===== src/hdl/assert_macros.svh =====
// ----------------------------------------------------------------------------
// assert_macros.svh
// Assertion helpers for the RTL; empty when SYNTHESIS is defined.
// ----------------------------------------------------------------------------
`ifndef ASSERT_MACROS_SVH
`define ASSERT_MACROS_SVH

`ifndef SYNTHESIS
// Condition must hold at every edge outside reset.
`define ASSERT_ALWAYS(lbl, clk, rst_n, cond, msg) \
    lbl: assert property (@(posedge clk) disable iff (!(rst_n)) (cond)) else $error(msg);
// Antecedent at one edge implies consequent at the next edge, reset included.
`define ASSERT_NEXT(lbl, clk, ante, cons, msg) \
    lbl: assert property (@(posedge clk) (ante) |=> (cons)) else $error(msg);
`else
`define ASSERT_ALWAYS(lbl, clk, rst_n, cond, msg)
`define ASSERT_NEXT(lbl, clk, ante, cons, msg)
`endif

`endif


===== src/hdl/lcdnw_pkg.sv =====
// ----------------------------------------------------------------------------
// lcdnw_pkg
// Types, codes and constant tables of the character LCD nibble writer.
// ----------------------------------------------------------------------------
package lcdnw_pkg;

    // Request codes carried on s_tuser
    typedef enum logic [2:0] {
        OP_INIT   = 3'd0,
        OP_CMD    = 3'd1,
        OP_CHAR   = 3'd2,
        OP_CURSOR = 3'd3,
        OP_NUMBER = 3'd4
    } op_t;

    // Register indexes on the configuration port
    typedef enum logic [2:0] {
        REG_PULSE     = 3'd0,
        REG_INIT_GAP  = 3'd1,
        REG_SETTLE    = 3'd2,
        REG_CHAR_GAP  = 3'd3,
        REG_CURSOR    = 3'd4
    } reg_idx_t;

    // Work kinds handed from front to back
    typedef enum logic [1:0] {
        JOB_INIT = 2'd0,
        JOB_BYTE = 2'd1,
        JOB_NUM  = 2'd2
    } job_kind_t;

    typedef struct packed {
        job_kind_t   kind;
        logic        rs;      // register select for byte jobs
        logic [7:0]  data;    // byte for byte jobs
        logic [1:0]  ndig;    // digit count for number jobs (1..3)
        logic [3:0]  dig0;    // digits in emission order, most significant first
        logic [3:0]  dig1;
        logic [3:0]  dig2;
    } job_t;

    typedef struct packed {
        logic [7:0] init_gap_ms;
        logic [7:0] settle_ms;
        logic [7:0] char_gap_ms;
    } wait_cfg_t;

    typedef struct packed {
        logic full;
        logic empty;
    } q_stat_t;

    localparam int          INIT_LEN      = 9;
    localparam int          INIT_GAP_CNT  = 3;
    localparam logic [4:0]  INIT_NIBBLES  = 5'(2 * INIT_LEN);
    localparam logic [4:0]  BYTE_NIBBLES  = 5'd2;
    localparam logic [7:0]  ASCII_ZERO    = 8'h30;

    localparam logic [7:0] RST_PULSE    = 8'd1;
    localparam logic [7:0] RST_INIT_GAP = 8'd4;
    localparam logic [7:0] RST_SETTLE   = 8'd20;
    localparam logic [7:0] RST_CHAR_GAP = 8'd2;
    localparam logic [7:0] RST_CURSOR   = 8'h80;

    // Power-up command sequence
    function automatic logic [7:0] init_byte(input logic [3:0] idx);
        logic [7:0] b;
        case (idx)
            4'd0:    b = 8'h03;
            4'd1:    b = 8'h03;
            4'd2:    b = 8'h03;
            4'd3:    b = 8'h02;
            4'd4:    b = 8'h28;
            4'd5:    b = 8'h08;
            4'd6:    b = 8'h01;
            4'd7:    b = 8'h06;
            4'd8:    b = 8'h0c;
            default: b = 8'h00;
        endcase
        return b;
    endfunction

    // DDRAM start address of each display row
    function automatic logic [7:0] row_offset(input logic [1:0] row);
        logic [7:0] o;
        case (row)
            2'd0:    o = 8'h00;
            2'd1:    o = 8'h40;
            2'd2:    o = 8'h10;
            default: o = 8'h50;
        endcase
        return o;
    endfunction

endpackage


===== src/hdl/lcdnw_front.sv =====
// ----------------------------------------------------------------------------
// lcdnw_front
// Classifies an incoming request word into a job for the back sequencer.
// ----------------------------------------------------------------------------
module lcdnw_front (
    input  logic [2:0]          op,
    input  logic [7:0]          value,
    input  logic [1:0]          row,
    input  logic [3:0]          column,
    input  logic [7:0]          cursor_command,
    output logic                job_valid,
    output lcdnw_pkg::job_t     job
);
    import lcdnw_pkg::*;

    logic [15:0] q_prod;
    logic [4:0]  quot;      // value / 10
    logic [12:0] h_prod;
    logic [1:0]  hund;      // value / 100
    logic [3:0]  ones;
    logic [3:0]  tens;
    logic [7:0]  cur_addr;

    // Divide by ten through a reciprocal; exact for 8-bit inputs
    assign q_prod = {8'd0, value} * 16'd205;
    assign quot   = q_prod[15:11];
    assign h_prod = {8'd0, quot} * 13'd205;
    assign hund   = h_prod[12:11];
    assign ones   = 4'(value - {3'd0, quot} * 8'd10);
    assign tens   = 4'(quot - {3'd0, hund} * 5'd10);

    assign cur_addr = {4'd0, column} + row_offset(row);

    always_comb begin
        job       = '0;
        job.kind  = JOB_BYTE;
        job_valid = 1'b1;
        case (op)
            OP_INIT: begin
                job.kind = JOB_INIT;
            end
            OP_CMD: begin
                job.data = value;
            end
            OP_CHAR: begin
                job.rs   = 1'b1;
                job.data = value;
            end
            OP_CURSOR: begin
                job.data = cur_addr | cursor_command;
            end
            OP_NUMBER: begin
                job.kind = JOB_NUM;
                job.rs   = 1'b1;
                if (value >= 8'd100) begin
                    job.ndig = 2'd3;
                    job.dig0 = {2'b00, hund};
                    job.dig1 = tens;
                    job.dig2 = ones;
                end else if (value >= 8'd10) begin
                    job.ndig = 2'd2;
                    job.dig0 = tens;
                    job.dig1 = ones;
                end else begin
                    job.ndig = 2'd1;
                    job.dig0 = ones;
                end
            end
            default: begin
                // drop unknown requests
                job_valid = 1'b0;
            end
        endcase
    end

endmodule


===== src/hdl/lcdnw_queue.sv =====
// ----------------------------------------------------------------------------
// lcdnw_queue
// Small job FIFO between the front classifier and the back sequencer.
// ----------------------------------------------------------------------------
module lcdnw_queue #(
    parameter int DEPTH = 2
) (
    input  logic                aclk,
    input  logic                aresetn,
    input  logic                push,
    input  lcdnw_pkg::job_t     push_job,
    input  logic                pop,
    output lcdnw_pkg::job_t     head_job,
    output lcdnw_pkg::q_stat_t  stat
);
    import lcdnw_pkg::*;

    localparam int PTR_W = $clog2(DEPTH);
    localparam int CNT_W = $clog2(DEPTH + 1);

    job_t             mem_reg [DEPTH];
    logic [PTR_W-1:0] wr_ptr_reg, wr_ptr_next;
    logic [PTR_W-1:0] rd_ptr_reg, rd_ptr_next;
    logic [CNT_W-1:0] count_reg, count_next;
    logic             do_push, do_pop;

    assign stat.full  = (count_reg == CNT_W'(DEPTH));
    assign stat.empty = (count_reg == '0);
    assign head_job   = mem_reg[rd_ptr_reg];

    assign do_push = push && !stat.full;
    assign do_pop  = pop && !stat.empty;

    always_comb begin
        wr_ptr_next = wr_ptr_reg;
        rd_ptr_next = rd_ptr_reg;
        count_next  = count_reg;
        if (do_push) begin
            wr_ptr_next = (wr_ptr_reg == PTR_W'(DEPTH - 1)) ? '0 : wr_ptr_reg + 1'b1;
        end
        if (do_pop) begin
            rd_ptr_next = (rd_ptr_reg == PTR_W'(DEPTH - 1)) ? '0 : rd_ptr_reg + 1'b1;
        end
        if (do_push && !do_pop) begin
            count_next = count_reg + 1'b1;
        end else if (do_pop && !do_push) begin
            count_next = count_reg - 1'b1;
        end
    end

    always_ff @(posedge aclk) begin
        if (!aresetn) begin
            wr_ptr_reg <= '0;
            rd_ptr_reg <= '0;
            count_reg  <= '0;
        end else begin
            wr_ptr_reg <= wr_ptr_next;
            rd_ptr_reg <= rd_ptr_next;
            count_reg  <= count_next;
        end
    end

    always_ff @(posedge aclk) begin
        if (do_push) begin
            mem_reg[wr_ptr_reg] <= push_job;
        end
    end

endmodule


===== src/hdl/lcdnw_back.sv =====
// ----------------------------------------------------------------------------
// lcdnw_back
// Job sequencer: expands one job into nibble words, one per cycle unless the output stalls.
// ----------------------------------------------------------------------------
module lcdnw_back (
    input  logic                 aclk,
    input  logic                 aresetn,
    input  lcdnw_pkg::wait_cfg_t wait_cfg,
    input  lcdnw_pkg::job_t      head_job,
    input  logic                 q_empty,
    output logic                 pop,
    output logic                 out_valid,
    input  logic                 out_ready,
    output logic                 out_rs,
    output logic [3:0]           out_nibble,
    output logic [7:0]           out_wait,
    output logic                 out_last
);
    import lcdnw_pkg::*;

    typedef enum logic {
        ST_IDLE,
        ST_RUN
    } state_t;

    state_t      state_reg, state_next;
    job_t        job_reg, job_next;
    logic [4:0]  step_reg, step_next;
    logic        valid_reg, valid_next;
    logic        rs_reg, rs_next;
    logic [3:0]  nib_reg, nib_next;
    logic [7:0]  wait_reg, wait_next;
    logic        last_reg, last_next;

    logic        out_free;
    logic [3:0]  byte_idx;
    logic        low_half;
    logic [7:0]  cur_byte;
    logic [7:0]  cur_wait;
    logic [4:0]  last_step;
    logic [3:0]  cur_digit;

    assign out_free = !valid_reg || out_ready;
    assign byte_idx = step_reg[4:1];
    assign low_half = step_reg[0];

    always_comb begin
        case (byte_idx[1:0])
            2'd0:    cur_digit = job_reg.dig0;
            2'd1:    cur_digit = job_reg.dig1;
            default: cur_digit = job_reg.dig2;
        endcase
    end

    always_comb begin
        cur_byte  = job_reg.data;
        cur_wait  = '0;
        last_step = BYTE_NIBBLES - 1'b1;
        case (job_reg.kind)
            JOB_INIT: begin
                cur_byte  = init_byte(byte_idx);
                last_step = INIT_NIBBLES - 1'b1;
                if (byte_idx < 4'(INIT_GAP_CNT)) begin
                    cur_wait = wait_cfg.init_gap_ms;
                end else if (byte_idx == 4'(INIT_LEN - 1)) begin
                    cur_wait = wait_cfg.settle_ms;
                end
            end
            JOB_NUM: begin
                cur_byte  = ASCII_ZERO | {4'd0, cur_digit};
                cur_wait  = wait_cfg.char_gap_ms;
                last_step = {2'b00, job_reg.ndig, 1'b0} - 1'b1;
            end
            default: begin
                cur_byte = job_reg.data;
            end
        endcase
    end

    always_comb begin
        state_next = state_reg;
        job_next   = job_reg;
        step_next  = step_reg;
        valid_next = valid_reg && !out_ready;
        rs_next    = rs_reg;
        nib_next   = nib_reg;
        wait_next  = wait_reg;
        last_next  = last_reg;
        pop        = 1'b0;
        case (state_reg)
            ST_IDLE: begin
                if (!q_empty) begin
                    pop        = 1'b1;
                    job_next   = head_job;
                    step_next  = '0;
                    state_next = ST_RUN;
                end
            end
            ST_RUN: begin
                if (out_free) begin
                    valid_next = 1'b1;
                    rs_next    = job_reg.rs;
                    nib_next   = low_half ? cur_byte[3:0] : cur_byte[7:4];
                    wait_next  = low_half ? cur_wait : 8'd0;
                    last_next  = (step_reg == last_step);
                    if (step_reg == last_step) begin
                        state_next = ST_IDLE;
                    end else begin
                        step_next = step_reg + 1'b1;
                    end
                end
            end
            default: begin
                state_next = ST_IDLE;
            end
        endcase
    end

    always_ff @(posedge aclk) begin
        if (!aresetn) begin
            state_reg <= ST_IDLE;
            valid_reg <= 1'b0;
        end else begin
            state_reg <= state_next;
            valid_reg <= valid_next;
            job_reg   <= job_next;
            step_reg  <= step_next;
            rs_reg    <= rs_next;
            nib_reg   <= nib_next;
            wait_reg  <= wait_next;
            last_reg  <= last_next;
        end
    end

    assign out_valid  = valid_reg;
    assign out_rs     = rs_reg;
    assign out_nibble = nib_reg;
    assign out_wait   = wait_reg;
    assign out_last   = last_reg;

endmodule


===== src/hdl/char_lcd_nibble_writer_top.sv =====
// ----------------------------------------------------------------------------
// char_lcd_nibble_writer_top
// Character LCD 4-bit bus writer: requests in, nibble transfer words out.
// ----------------------------------------------------------------------------
// Each request word (init, command, character, cursor move or decimal number)
// becomes a run of nibble words for an HD44780-style 4-bit bus, high nibble
// first, with m_tlast on the final nibble of the request. A front classifier
// turns the request into a job (cursor address and decimal digits are worked
// out here) and drops unknown request codes; a QUEUE_DEPTH-entry job queue
// decouples it from the back sequencer, which emits one nibble word per cycle
// into an output register unless the output stalls. The sequencer pops a job
// from the queue while idle, then steps through its nibbles and returns to
// idle after the last one. Requests are taken while the queue has room, so a
// new request can arrive while earlier nibbles drain. Configuration lives in
// five 8-bit registers at byte addresses 0x00..0x10 and is to be written only
// while no request is in flight. No clearing pass follows reset.
// ----------------------------------------------------------------------------
`include "assert_macros.svh"

module char_lcd_nibble_writer_top #(
    parameter int QUEUE_DEPTH = 2
) (
    input  logic        aclk,
    input  logic        aresetn,
    // request channel
    input  logic        s_tvalid,
    output logic        s_tready,
    input  logic [15:0] s_tdata,   // value[7:0], row[9:8], column[13:10], zero pad
    input  logic [2:0]  s_tuser,   // op[2:0]
    // nibble channel
    output logic        m_tvalid,
    input  logic        m_tready,
    output logic [15:0] m_tdata,   // nibble[3:0], wait_after_ms[11:4], zero pad
    output logic        m_tuser,   // reg_select[0]
    output logic        m_tlast,
    // configuration port
    input  logic        psel,
    input  logic        penable,
    input  logic        pwrite,
    input  logic [4:0]  paddr,
    input  logic [31:0] pwdata,
    output logic [31:0] prdata,
    output logic        pready
);
    import lcdnw_pkg::*;

    logic [7:0] pulse_ms_reg;
    logic [7:0] init_gap_ms_reg;
    logic [7:0] settle_ms_reg;
    logic [7:0] char_gap_ms_reg;
    logic [7:0] cursor_command_reg;

    logic       cfg_wr;
    logic [2:0] cfg_idx;

    logic       job_valid;
    job_t       front_job;
    job_t       head_job;
    q_stat_t    q_stat;
    logic       q_pop;
    logic       s_accept;
    wait_cfg_t  wait_cfg;

    logic       out_rs;
    logic [3:0] out_nibble;
    logic [7:0] out_wait;

    // ---------------- configuration registers ----------------
    assign pready  = 1'b1;
    assign cfg_wr  = psel && penable && pwrite && pready;
    assign cfg_idx = paddr[4:2];

    always_ff @(posedge aclk) begin
        if (!aresetn) begin
            pulse_ms_reg       <= RST_PULSE;
            init_gap_ms_reg    <= RST_INIT_GAP;
            settle_ms_reg      <= RST_SETTLE;
            char_gap_ms_reg    <= RST_CHAR_GAP;
            cursor_command_reg <= RST_CURSOR;
        end else if (cfg_wr) begin
            case (cfg_idx)
                REG_PULSE:    pulse_ms_reg       <= pwdata[7:0];
                REG_INIT_GAP: init_gap_ms_reg    <= pwdata[7:0];
                REG_SETTLE:   settle_ms_reg      <= pwdata[7:0];
                REG_CHAR_GAP: char_gap_ms_reg    <= pwdata[7:0];
                REG_CURSOR:   cursor_command_reg <= pwdata[7:0];
                default: begin
                    // writes beyond the register list are dropped
                end
            endcase
        end
    end

    // Readback; pulse_ms only paces the bus and never shows in a nibble word
    always_comb begin
        case (cfg_idx)
            REG_PULSE:    prdata = {24'd0, pulse_ms_reg};
            REG_INIT_GAP: prdata = {24'd0, init_gap_ms_reg};
            REG_SETTLE:   prdata = {24'd0, settle_ms_reg};
            REG_CHAR_GAP: prdata = {24'd0, char_gap_ms_reg};
            REG_CURSOR:   prdata = {24'd0, cursor_command_reg};
            default:      prdata = '0;
        endcase
    end

    assign wait_cfg.init_gap_ms = init_gap_ms_reg;
    assign wait_cfg.settle_ms   = settle_ms_reg;
    assign wait_cfg.char_gap_ms = char_gap_ms_reg;

    // ---------------- front: classify ----------------
    // Accept whenever the queue has room; unknown codes are swallowed.
    assign s_tready = !q_stat.full;
    assign s_accept = s_tvalid && s_tready;

    lcdnw_front u_front (
        .op             (s_tuser),
        .value          (s_tdata[7:0]),
        .row            (s_tdata[9:8]),
        .column         (s_tdata[13:10]),
        .cursor_command (cursor_command_reg),
        .job_valid      (job_valid),
        .job            (front_job)
    );

    // ---------------- job queue ----------------
    lcdnw_queue #(
        .DEPTH (QUEUE_DEPTH)
    ) u_queue (
        .aclk     (aclk),
        .aresetn  (aresetn),
        .push     (s_accept && job_valid),
        .push_job (front_job),
        .pop      (q_pop),
        .head_job (head_job),
        .stat     (q_stat)
    );

    // ---------------- back: nibble sequencer ----------------
    lcdnw_back u_back (
        .aclk       (aclk),
        .aresetn    (aresetn),
        .wait_cfg   (wait_cfg),
        .head_job   (head_job),
        .q_empty    (q_stat.empty),
        .pop        (q_pop),
        .out_valid  (m_tvalid),
        .out_ready  (m_tready),
        .out_rs     (out_rs),
        .out_nibble (out_nibble),
        .out_wait   (out_wait),
        .out_last   (m_tlast)
    );

    assign m_tdata = {4'd0, out_wait, out_nibble};
    assign m_tuser = out_rs;

    // ---------------- checks ----------------
    `ASSERT_ALWAYS(a_q_full_empty, aclk, aresetn, !(q_stat.full && q_stat.empty), "queue full and empty at once")
    `ASSERT_NEXT(a_rst_out_idle, aclk, !aresetn, !m_tvalid, "nibble word valid right after reset")
    `ASSERT_ALWAYS(a_pop_nonempty, aclk, aresetn, !(q_pop && q_stat.empty), "sequencer pops an empty queue")

endmodule


===== config.mk =====
export PLATFORM = sky130hd
export DESIGN_NAME = char_lcd_nibble_writer_top
export DESIGN_NICKNAME = d
export VERILOG_FILES = /design/src/hdl/lcdnw_pkg.sv /design/src/hdl/lcdnw_front.sv /design/src/hdl/lcdnw_queue.sv /design/src/hdl/lcdnw_back.sv /design/src/hdl/char_lcd_nibble_writer_top.sv
export VERILOG_INCLUDE_DIRS = /design/src /design/src/hdl
export SDC_FILE = /design/constraint.sdc
export NUM_CORES = 1
export LEC_CHECK = 0
export ABC_AREA = 1
export CAP_MARGIN = 0
export CORE_MARGIN = 5
export CORE_UTILIZATION = 60
export CTS_BUF_LIST = sky130_fd_sc_hd__clkbuf_4 sky130_fd_sc_hd__clkbuf_8 sky130_fd_sc_hd__clkbuf_16
export DETAILED_ROUTE_END_ITERATION = 12
export DONT_BUFFER_PORTS = 1
export PLACE_DENSITY_LB_ADDON = 0.15
export SLEW_MARGIN = 20
export SYNTH_ARGS = -nofsm -noshare
export SYNTH_HDL_FRONTEND = slang
export SYNTH_HIERARCHICAL = 1
export SYNTH_SLANG_ARGS = --single-unit

===== constraint.sdc =====
create_clock -name aclk -period 10.03 [get_ports aclk]
set_input_delay 2.006 -clock aclk [delete_from_list [all_inputs] [get_ports aclk]]
set_output_delay 2.006 -clock aclk [all_outputs]
set_load 0.05 [all_outputs]

==> impl_metrics.toml, run 1 <==
[status]
run_status = "complete, no violations"

[layout]
final_cell_area_um2 = 9910
design.final.nets = 1192
finish.cell_count_without_fillers = 1237
drive_above_1_share_pct = 12.0
number_of_flip_flops_under_the_largest_register_name = 50
syn_to_final_growth_pct = 6.32
finish.utilization_pct = 65.2

[power]
comb_power_share_pct = 43.3
areal_power_density_over_the_cells_nw_per_um2 = 268
ir_drop_mv = 0.319
seqPwrFrac_pct = 32.5
clock_power_share_pct = 24.3
total_leakage_power_nw = 4.49
power.internal_mw = 1.62
power_total_mw = 2.65
switchingPower_mw = 1.03
switching_share_pct = 38.8

[sta]
worst-slew-pin-transition_ns = 0.966
period_minus_slack_ns = 8.50
final_hold_viol_count = 0
fin_skew_ns = 0.00897
worst_slew_margin_rel_pct = 35.5
report.final.slew_viol_count = 0
finalCritPeriodShare_pct = 84.8
max_freq_mhz = 118
setup_viol = 0
setup_slack_ns = 1.53
rsz0062_at_grt = "no"
fin_setup_tns_ns = 0
fin_hold_ws_ns = 0.485

[hold_path]
worst_hold_path_type = "flip-flop to flip-flop"
min-delay-start = "pulse_ms_reg[3]$_SDFFE_PN0P_"
worstHoldPathCells = 2
worst_hold_path.endpoint = "pulse_ms_reg[3]$_SDFFE_PN0P_"

[die]
core.rowCount = 45
floorplan.initialDensity_pct = 61.3
die_h_um = 135
dieWidth_um = 135
core-area_um2 = 15200
ios = 116
die-area_um2 = 18100

[setup_path]
crit_required_ns = 10.26
cell_type_with_the_highest_occurrence_count_on_the_critical_path = "sky130_fd_sc_hd__inv_1"
critical-path-slowest-cell = "sky130_fd_sc_hd__fa_1"
crit_arrival_ns = 8.73
worst-path-max-fanout = 6
reg2regPathDepth = 12
critical_path.startpoint_type = "input port"
worst_reg2reg_path_startpoint = "u_back/job_reg[23]$_DFFE_PP_"
setup.worst_path.class = "input port to flip-flop"
register_to_register_setup_slack_ns = 7.88
cp-end-kind = "flip-flop"
slowest_delay_ns = 0.55

[clock_network]
clock_latency_ns = 0.40
cts.htree.levels = 4
post_cts.resized_instances = 0
cts_inserted_buffers = 17
cts-hold-fix-buffers = 0
max-clock-path-buffers = 2
cts_num_sinks = 146
clkTransAtPathRegs_ns = 0.06
post-cts-setup-buffer-count = 0
tritoncts = "done"
cts_root_buffer = "sky130_fd_sc_hd__clkbuf_16"

[place]
post_dp_cell_area_um2 = 9280
placedCellCount = 1202
gp_congestion = 0.921
pre_cts_slack_ns = 1.11
place_hpwl_um = 14400
number_of_i_o_port_buffers = 0

[synthesis]
most_frequent_cells_after_synthesis = "201 x sky130_fd_sc_hd__nand2_1, 129 x sky130_fd_sc_hd__nor2_1, 120 x sky130_fd_sc_hd__inv_1"
synth_top_area_cell = "sky130_fd_sc_hd__edfxtp_1"
synth_top_family_by_area = "simple AND/OR/NAND/NOR gates"
area_fraction_in_compound_gates_after_synthesis_pct = 5.80
yosys.cell_count.top_type = "sky130_fd_sc_hd__nand2_1"
synthesis.instances = 1037
synth_edf_count = 94
async_reset_ff_share_pct = 0
ff_latch_count_synth = 146
post_synth_and_or_nand_nor_area_fraction_pct = 23.7
proportion_of_netlist_area_held_by_the_largest_area_contributor_pct = 30.3
yosysSeqAreaShare_pct = 41.5
yosys-top-cells-area = "sky130_fd_sc_hd__edfxtp_1 30%, sky130_fd_sc_hd__ha_1 11%, sky130_fd_sc_hd__dfxtp_1 11%, sky130_fd_sc_hd__nand2_1 8.1%, sky130_fd_sc_hd__nor2_1 5.2%"
primary_ff_master_synth = "sky130_fd_sc_hd__edfxtp_1"
synth.cell_area_um2 = 9320
synthMuxAreaShare_pct = 3.83
netlist-cell-type-count = 54
synth_fa_ha_area_share_pct = 13.9
synth.yosys.warnings = 6
syn-mean-instance-area_um2 = 8.99
post_synth_xor_area_fraction_pct = 1.60

[global_routing]
grt_pass1_wl_um = 31700
grt_max_degree = 48
grt_antenna_before_repair = 4
track_usage_pct = 22.0
number_of_global_route_vias_before_repair = 6356
globalRouteOverflowTotal = 0

[flow_run]
drv.max_cap_violation_count = 0

[route]
routed-via-count = 6749
drtIter0Drc = 685
post-route-drc-count = 0
antenna_nets_post_route = 0
routed_wirelength_um = 19600
via_per_instance_ratio = 5.46
first_pass_iters = 5
route.detailed.wl_per_inst_um = 15.9
==> logic make-up (layout without fill, tap and decap cells) <==
kind of cell               after synthesis  in the layout
buffers and inverters                  182            164
AOI/OAI and AO/OA                       92             92
adders and majority gates               96             96
other                                    2             32
DFF                                    146            146
muxes                                   25             25
xor gates and xnor gates                14             14
and+or+nand+nor                        480            480
==> worst max path at each step <==
stage	from	depth (start not counted)	slack [ns]	endpoint
2_1_floorplan	s_tdata[2]	40	1.74	u_queue/mem_reg[0][11]$_DFFE_PP_
3_3_place_gp	s_tdata[2]	39	1.21	u_queue/mem_reg[0][11]$_DFFE_PP_
3_5_place_dp	s_tdata[2]	41	1.11	u_queue/mem_reg[1][7]$_DFFE_PP_
4_1_cts	s_tdata[2]	41	1.51	u_queue/mem_reg[0][7]$_DFFE_PP_
5_1_grt	s_tdata[2]	41	1.04	u_queue/mem_reg[1][11]$_DFFE_PP_
6_report	s_tdata[2]	41	1.53	u_queue/mem_reg[0][7]$_DFFE_PP_
==> worst max-delay path: cells and delay by family <==
| kind | cells | cell delay, ns |
|---|---|---|
| simple gates | 16 | 1.40 |
| xor+xnor | 3 | 0.55 |
| buf+inv | 10 | 0.68 |
| compound gates | 1 | 0.20 |
| fa+ha+maj | 11 | 3.88 |
==> routing by layer <==
layer / GRT usage (%) / part of all wire [%] / wire, um / vias up
met5: 0 / 0.071 / 14 / -
met1: 28.7 / 43 / 8410 / 3145
met2: 36.5 / 49 / 9550 / 207
met4: 7.07 / 1.7 / 330 / 4
li1: - / - / - / 3362
met3: 5.22 / 6.9 / 1350 / 31
==> power by group through the flow <==
stage	Clock, mW	Sequential (mW)	Combinational (mW)
2_1_floorplan	0	0.849	0.971
3_3_place_gp	0	0.869	1.12
3_5_place_dp	0	0.873	1.15
4_1_cts	0.651	0.862	1.16
5_1_grt	0.679	0.874	1.31
6_report	0.644	0.861	1.15
==> layout by cell type, fill, tap and decap left out, drive strengths merged, types with 24 or more instances in the layout <==
cell type / n
clkbuf: 24
conb: 29
dfxtp: 52
edfxtp: 94
ha: 84
inv: 129
mux2: 25
nand2: 225
nand3: 85
nor2: 145
o21ai: 44
==> layout make-up <==
type / instances / area, um^2
fill: 1271 / 5300
multi-input combinational: 736 / 4660
sequential: 146 / 3860
clock buffer: 24 / 520
inverter: 128 / 490
tap: 188 / 235
clock inverter: 8 / 97.6
timing repair buffer: 4 / 30.0
antenna: 3 / 7.51
Power figures use the tool's default switching activity.
==> run 2, diff against run 1 <==
--- a/config.mk
+++ b/config.mk
@@ -6,7 +6,7 @@
 export SDC_FILE = /design/constraint.sdc
 export NUM_CORES = 1
 export LEC_CHECK = 0
-export ABC_AREA = 1
+export ABC_AREA = 0
 export CAP_MARGIN = 0
 export CORE_MARGIN = 5
 export CORE_UTILIZATION = 60
==> constraint.sdc (replaced) <==
create_clock -name aclk -period 8.8 [get_ports aclk]
set_input_delay 1.76 -clock aclk [delete_from_list [all_inputs] [get_ports aclk]]
set_output_delay 1.76 -clock aclk [all_outputs]
set_load 0.05 [all_outputs]
==> impl_metrics.toml, run 2 <==
[synthesis]
proportion_of_netlist_area_held_by_the_largest_area_contributor_pct = 31.2
ff_latch_count_synth = 146
syn-mean-instance-area_um2 = 11.0
async_reset_ff_share_pct = 0
synth_top_area_cell = "sky130_fd_sc_hd__edfxtp_1"
yosys-top-cells-area = "sky130_fd_sc_hd__edfxtp_1 31%, sky130_fd_sc_hd__ha_1 12%, sky130_fd_sc_hd__dfxtp_1 11%, sky130_fd_sc_hd__mux2i_1 5.6%, sky130_fd_sc_hd__mux2_2 4.5%"
netlist-cell-type-count = 73
synthesis.instances = 822
most_frequent_cells_after_synthesis = "94 x sky130_fd_sc_hd__edfxtp_1, 84 x sky130_fd_sc_hd__ha_1, 71 x sky130_fd_sc_hd__nand2_1"
synth.yosys.warnings = 6
synth_edf_count = 94
synth.cell_area_um2 = 9060
yosysSeqAreaShare_pct = 42.7
yosys.cell_count.top_type = "sky130_fd_sc_hd__edfxtp_1"
primary_ff_master_synth = "sky130_fd_sc_hd__edfxtp_1"

[route]
antenna_nets_post_route = 0
routed_wirelength_um = 19100
top_signal_layer_used = "met4"
post-route-drc-count = 0
drtIter0Drc = 616
dr_wl_met3_um = 866
first_pass_iters = 5
via_per_instance_ratio = 5.88
m1WireLength_um = 7840
met2WireLength_um = 9960
route.detailed.wl_per_inst_um = 18.4
routed-via-count = 6089

[clock_network]
cts_num_sinks = 146
clock_latency_ns = 0.42
tritoncts = "done"
cts_root_buffer = "sky130_fd_sc_hd__clkbuf_16"
clkTransAtPathRegs_ns = 0.06
cts_inserted_buffers = 17
cts.htree.levels = 4
cts-hold-fix-buffers = 0
max-clock-path-buffers = 2

[global_routing]
track_usage_pct = 22.0
grt_antenna_before_repair = 0
grt_pass1_wl_um = 30900
globalRouteOverflowTotal = 0
grt_max_degree = 63
number_of_global_route_vias_before_repair = 6107

[setup_path]
crit_arrival_ns = 8.63
cell_type_with_the_highest_occurrence_count_on_the_critical_path = "sky130_fd_sc_hd__inv_1"
crit_required_ns = 8.93
slowest_delay_ns = 0.53
worst-path-max-fanout = 5
critical-path-slowest-cell = "sky130_fd_sc_hd__fa_1"
cp-end-kind = "flip-flop"
critical_path.startpoint_type = "input port"
setup.worst_path.class = "input port to flip-flop"

[layout]
number_of_flip_flops_under_the_largest_register_name = 50
drive_above_1_share_pct = 18.4
final_cell_mix = "94 x sky130_fd_sc_hd__edfxtp_1, 77 x sky130_fd_sc_hd__ha_1, 71 x sky130_fd_sc_hd__nand2_1, 51 x sky130_fd_sc_hd__mux2i_1, 51 x sky130_fd_sc_hd__dfxtp_1"
final_cell_area_um2 = 10000
most_frequent_standard_cell_in_the_layout_excluding_fill_and_tap_cells = "sky130_fd_sc_hd__edfxtp_1"
design.final.nets = 994
finish.cell_count_without_fillers = 1036
syn_to_final_growth_pct = 10.5
antenna_cells = 0

[sta]
final_hold_viol_count = 0
finalCritPeriodShare_pct = 96.6
fin_skew_ns = 0.0154
period_minus_slack_ns = 8.50
setup_viol = 0
setup_slack_ns = 0.302
worst_slew_margin_rel_pct = 22.1
report.final.slew_viol_count = 0
max_freq_mhz = 118
worst-slew-pin-transition_ns = 1.19

[place]
pre_cts_slack_ns = -0.353
place_hpwl_um = 14000
placedCellCount = 1001
post_dp_cell_area_um2 = 9270
gp_congestion = 0.849
number_of_i_o_port_buffers = 0

[die]
dieWidth_um = 133
core.rowCount = 45
die-area_um2 = 17700
ios = 116
core-area_um2 = 15000
floorplan.initialDensity_pct = 60.5
die_h_um = 133

[hold_path]
worst_hold_path_type = "flip-flop to flip-flop"

[flow_run]
drv.max_cap_violation_count = 0

[power]
areal_power_density_over_the_cells_nw_per_um2 = 327
ir_drop_mv = 0.493
total_leakage_power_nw = 4.06

[status]
run_status = "complete, no violations"
-- run 2: layout make-up --
cell class	count	area [um^2]
sequential	146	3860
timing repair buffer	34	255
tap	188	235
inverter	52	199
clock inverter	15	193
fill	1140	4960
clock buffer	17	425
multi-input combinational	584	4840
-- run 2: worst paths after layout --
check / from / to / slack, ns / depth (start not counted)
worst min register to register: u_back/job_reg[22]$_DFFE_PP_ / u_back/out_rs$_DFFE_PP_ / 0.43 / 0
worst max-delay path: s_tdata[4] / u_queue/mem_reg[1][11]$_DFFE_PP_ / 0.30 / 33
worst max register to register: u_back/step_reg[1]$_DFFE_PN_ / u_back/out_nibble[1]$_DFFE_PP_ / 6.34 / 4
worst min-delay path: u_back/job_reg[22]$_DFFE_PP_ / u_back/out_rs$_DFFE_PP_ / 0.43 / 0
-- run 2: critical path, delay by kind of cell --
| kind | cells | cell delay [ns] |
|---|---|---|
| fa+ha+maj | 10 | 3.68 |
| compound gates | 8 | 1.24 |
| simple gates | 3 | 0.68 |
| xor+xnor | 4 | 0.64 |
| buf+inv | 8 | 0.60 |
-- run 2: timing repair --
item,in CTS,in global routing
endpoints found under the setup margin,0,8
resized for setup,0,13
buffers inserted,0,3
-- run 2: logic make-up (layout without fill, tap and decap cells) --
kind of cell / after synthesis / in the layout / synth area share [%]
simple gates: 196 / 196 / 11.4
compound gates: 146 / 146 / 11.2
fa+ha+maj: 96 / 96 / 14.3
mux: 92 / 92 / 11.0
other cells: 2 / 29 / 0.0829
xor+xnor: 25 / 25 / 2.58
buf+inv: 119 / 118 / 6.78
flops: 146 / 146 / 42.7
-- run 2: through the flow --
stage	TNS, ns	utilization [%]	power [mW]	hold slack, ns
CTS	0	66.0	3.19	0.427
floorplan	0	-	2.05	0.400
global route	-0.129	66.9	3.52	0.450
detailed placement	-1.86	61.9	2.44	0.416
finish	0	66.9	3.28	0.426
global placement	-0.638	61.9	2.34	0.415
-- run 2: metal layers --
metal  vias to the layer above  track usage, %
li1                       2925               -
met5                         -               0
met4                         0            7.39
met3                        31            4.33
met1                      2961            27.1
met2                       172            38.6
-- run 2: report_power, final --
group / total [mW] / switching, mW / internal, mW
clock: 0.748 / 0.293 / 0.454
sequential: 1.02 / 0.144 / 0.874
combinational: 1.51 / 0.792 / 0.719
